File: src/design/mec_pkg.sv
// ----------------------------------------------------------------------------
// mec_pkg: shared types and constants of the escape count unit
// fixed-point widths, register indexes, lane control word and saturation
// ----------------------------------------------------------------------------
`default_nettype none

package mec_pkg;

  localparam int Q_W             = 32;  // signed q4.28 word
  localparam int FRAC_BITS       = 28;
  localparam int IDX_W           = 10;  // column and row index ports
  localparam int ROW_W           = 11;  // row_base plus lane offset
  localparam int OUT_CNT_W       = 9;
  localparam int NUM_COUNT_PORTS = 8;
  localparam int WIDE_W          = 48;  // headroom for pre-saturation sums
  localparam int SQ_W            = 36;  // floor(x*x / 2^28)
  localparam int CROSS_W         = 37;  // floor(x*y / 2^27)
  localparam int MAG_W           = 37;  // re2 + im2

  // escape bound 4.0 in q4.28
  localparam logic signed [MAG_W-1:0] ESC_LIMIT = 37'sh0_4000_0000;

  typedef enum logic [1:0] {
    REG_X_STEP   = 2'd0,
    REG_X_OFFSET = 2'd1,
    REG_Y_STEP   = 2'd2,
    REG_Y_OFFSET = 2'd3
  } reg_idx_t;

  typedef logic signed [Q_W-1:0] q_t;

  // per-cycle control broadcast from the slot controller to every lane
  typedef struct packed {
    logic ld_en;
    logic ld_slot;
    logic mul_slot;
    logic upd_en;
    logic upd_slot;
  } lane_ctl_t;

  // clamp a wide signed value to the signed 32-bit range
  function automatic q_t sat32(input logic signed [WIDE_W-1:0] v);
    q_t res;
    if ((v[WIDE_W-1:Q_W-1] == '0) || (v[WIDE_W-1:Q_W-1] == '1)) begin
      res = v[Q_W-1:0];
    end else if (v[WIDE_W-1]) begin
      res = 32'sh8000_0000;
    end else begin
      res = 32'sh7FFF_FFFF;
    end
    return res;
  endfunction

endpackage

`default_nettype wire

File: src/design/mec_merge.sv
// ----------------------------------------------------------------------------
// mec_merge: result assembly
// collects the lane counts of a finished slot into the output word
// ----------------------------------------------------------------------------
`default_nettype none

module mec_merge #(
  parameter int LANES = 8,
  parameter int CNT_W = 9
) (
  input  wire                                   clk,
  input  wire                                   rst_n,
  input  wire                                   fin,
  input  wire  [mec_pkg::IDX_W-1:0]             fin_column,
  input  wire  [mec_pkg::IDX_W-1:0]             fin_row_base,
  input  wire  [LANES-1:0][CNT_W-1:0]           lane_cnt,
  output logic                                  out_valid,
  output logic [mec_pkg::IDX_W-1:0]             out_column,
  output logic [mec_pkg::IDX_W-1:0]             out_row_base,
  output logic [mec_pkg::NUM_COUNT_PORTS-1:0][mec_pkg::OUT_CNT_W-1:0] out_count
);
  import mec_pkg::*;

  logic                                      valid_r;
  logic [IDX_W-1:0]                          column_r;
  logic [IDX_W-1:0]                          row_base_r;
  logic [NUM_COUNT_PORTS-1:0][OUT_CNT_W-1:0] count_r;
  logic [NUM_COUNT_PORTS-1:0][OUT_CNT_W-1:0] count_nxt;

  // unused count ports read zero, counts wrap to the port width
  for (genvar k = 0; k < NUM_COUNT_PORTS; k++) begin : g_cnt
    if (k < LANES) begin : g_used
      assign count_nxt[k] = OUT_CNT_W'(lane_cnt[k]);
    end else begin : g_unused
      assign count_nxt[k] = '0;
    end
  end

  always_ff @(posedge clk) begin
    if (!rst_n) begin
      valid_r <= 1'b0;
    end else begin
      valid_r <= fin;
    end
  end

  always_ff @(posedge clk) begin
    if (fin) begin
      column_r   <= fin_column;
      row_base_r <= fin_row_base;
      count_r    <= count_nxt;
    end
  end

  assign out_valid    = valid_r;
  assign out_column   = column_r;
  assign out_row_base = row_base_r;
  assign out_count    = count_r;

endmodule

`default_nettype wire

File: config.mk
export PLATFORM = sky130hd
export DESIGN_NAME = mec_merge
export DESIGN_NICKNAME = d
export VERILOG_FILES = /design/src/design/mec_pkg.sv /design/src/design/mec_merge.sv
export SDC_FILE = /design/constraint.sdc
export NUM_CORES = 1
export LEC_CHECK = 0
export BUFFER_PORTS_ARGS = -buffer_cell sky130_fd_sc_hd__buf_4
export CELL_PAD_IN_SITES_DETAIL_PLACEMENT = 1
export CELL_PAD_IN_SITES_GLOBAL_PLACEMENT = 1
export CORE_MARGIN = 3
export CORE_UTILIZATION = 32
export CTS_CLUSTER_DIAMETER = 150
export CTS_CLUSTER_SIZE = 8
export DETAILED_ROUTE_END_ITERATION = 10
export PLACE_DENSITY = 0.74
export SYNTH_ARGS = -nofsm -noshare
export SYNTH_HDL_FRONTEND = slang
export SYNTH_SLANG_ARGS = --single-unit
File: constraint.sdc
create_clock -name clk -period 0.8 [get_ports clk]
set_clock_uncertainty 0.1 [all_clocks]
set_input_delay 0.12 -clock clk [delete_from_list [all_inputs] [get_ports clk]]
set_output_delay 0.12 -clock clk [all_outputs]
set_load 0.02 [all_outputs]
==> metrics.txt <==
crit end category primary output; DRC errors left 0; first-pass GRT wire length 17540 µm; Die Width 99.36 µm; Simple-Gate Fraction of Synth Area 0.2243%; slowest stage cell, crit path edfxtp_1; syn nets 189; top-area cell type share of the netlist area 99.06%; crit path kind reg2out; Via density 4.446; TritonCTS clock tree done; PortBufs 187; nets@finish 485; Hold Slack -0.02446 ns; M1 GR Usage 27.61%; DP Area 4412 µm²; Critical path buffers and inverters 1; Netlist Area Pre-Place 2789 µm²; total track usage 25.56%; hpwl dp 6584 µm; startpoint types register; via count 2232; Area Growth Syn to Fin 111.2%; final RePlAce weighted congestion 0.7068; crit path to out_column[2]; Adder-Cell Fraction of Synth Area 0%; Most Crowded Layer GR met2; Non-Filler Cell Area, Final 5889 µm²; GR Overflow Total 0; chain of cells forming the critical path buf_6; Fin. Hold Viols 1; outcome finished with violations; combinational family with the most area after synthesis simple AND/OR/NAND/NOR gates; violated checks negative hold slack, negative setup slack; synth cell count leaders 92 x edfxtp_1, 1 x and2_1, 1 x dfxtp_1; sequential-to-total area share from yosys stat 99.78%; effective utilization at floorplan 33.44%; PnR worst setup slack -0.4284 ns; post-route clock period utilization 153.5%; share of cells above drive strength 1 52.91%; EDFF count, synth 92; Worst path top cell family by delay flip-flops; clock slew seen by the registers of the worst setup and hold paths 0.12 ns; VDD IR max 1474 µV; detailed-router iteration count before antenna repair 4; CTS root buf clkbuf_8; vias in the first global route 2490; CTS Buf Count 9; Mapped Avg Cell Area 29.67 µm²; most numerous cell in the Yosys netlist edfxtp_1; area of the multi-input gates 6.256 µm²; DR WL/cell 24.67 µm; Final Power 11.33 mW; Synth area leaders edfxtp_1 99%, dfxtp_1 0.72%, and2_1 0.22%; DRT iter0 DRCs 82; Synth Area in XOR/XNOR 0%; die area 9871 µm²; Max Transition Viols Final 0; Tmin final 1.228 ns; slowest cell delay on critical path 0.47 ns; global-route met2 utilization 47.11%; GR Util met3 7.924%; top_reg_cell synth edfxtp_1; filler cell count 708; #FFs+latches synth 93; critical path depth in cells 1; mux cell area share after synthesis 0%; register cell area after layout 2784 µm²; Mapped Cells 94; clock tree sinks 93; worst setup path startpoint out_column[2]; crit path DAT 1.01 ns; fmax 0.8141 GHz; ys async rst share 0%; antenna violations before repair 2; Synth warnings 0; drt total wl 12390 µm; CP Max Fanout 1; leakage 2.481 nW; slew margin rel. 88.64%; height of the die 99.36 µm; FP Rows 33; Least-Margin Pin Slew 0.1704 ns; clock buffer depth 2; post-route ant nets 0; post-synthesis compound-gate area fraction 0%; final setup vio count 104; max cap viols 0; path type of the worst min-delay path in2reg; I/O Pins 188; CTS Hold Bufs 93; Yosys top cell by area edfxtp_1; RSZ-0062 raised after global routing true; H-tree depth 3; power density over cell area 1924 nW/µm²; Cell variety after synth 3; largest net degree at the start of global routing 30; CP Data Required Time 0.58 ns; core area 8341 µm²
per-layer routing:
metal  wire length, µm  up-vias
met3               747        8
li1                  -      976
met4               150        0
met2              6969      119
met1              4519     1129
met5                 0        -
logic make-up (layout without fill, tap and decap cells):
group                  Yosys count  in the layout
buffers and inverters            0            301
flip-flops                      93             93
other                            0              2
AND/OR/NAND/NOR                  1              1
worst min path at each step:
stage / endpoint / slack, ns / cells past startpoint / from
2_1_floorplan: out_column[0] / 0.12 / 0 / fin_column[0]
3_3_place_gp: out_count[20] / 0.20 / 1 / lane_cnt[20]
3_5_place_dp: out_count[27] / 0.20 / 1 / lane_cnt[27]
4_1_cts: out_row_base[7] / -0.03 / 1 / fin
5_1_grt: out_row_base[7] / -0.05 / 1 / fin
6_report: out_row_base[7] / -0.02 / 1 / fin
cells in the final DEF, fill, tap and decap left out, drive strengths merged:
cell / count
buf: 192
clkinvlp: 2
inv: 4
dfxtp: 1
dlygate4sd3: 89
and2: 1
edfxtp: 92
clkinv: 1
diode: 2
dlymetal6s4s: 4
clkbuf: 9
sequential cells by signal (all words and copies together), names as in the netlist:
register and count:
out_column 10, out_valid 1, out_count 72, out_row_base 10
timing repair:
action / 4_1_cts / 5_1_grt
setup endpoints to repair: 93 / 97
endpoints found under the hold margin: 94 / 1
buffers inserted: 0 / 0
gates resized for setup: 94 / 4
where the power goes:
part | switching [mW] | internal [mW] | total [mW]
sequential | 0.234 | 5.79 | 6.02
combinational | 0.979 | 1.29 | 2.27
clock | 1.86 | 1.18 | 3.04
metrics by stage:
step / setup slack [ns] / utilization (%) / std cells / setup TNS (ns)
final: -0.4284 / 70.61 / 502 / -31.77
after global routing: -0.4539 / 70.61 / 502 / -35.82
after CTS: -0.3872 / 70.43 / 500 / -31.34
after detailed placement: -0.1348 / 52.90 / 391 / -9.809
after global placement: -0.1210 / 52.90 / 391 / -8.863
after floorplan: 0.1305 / - / 94 / 0
layout make-up:
cell class / instances / share of cell area (%)
multi-input cells: 1 / 0.1062
well taps: 105 / 2.231
clock buffers: 9 / 2.103
flip-flops and latches: 93 / 47.27
diodes: 2 / 0.08498
clock inverters: 7 / 0.9773
repair buffers: 285 / 47.23
(Power assumes the default switching activity.)
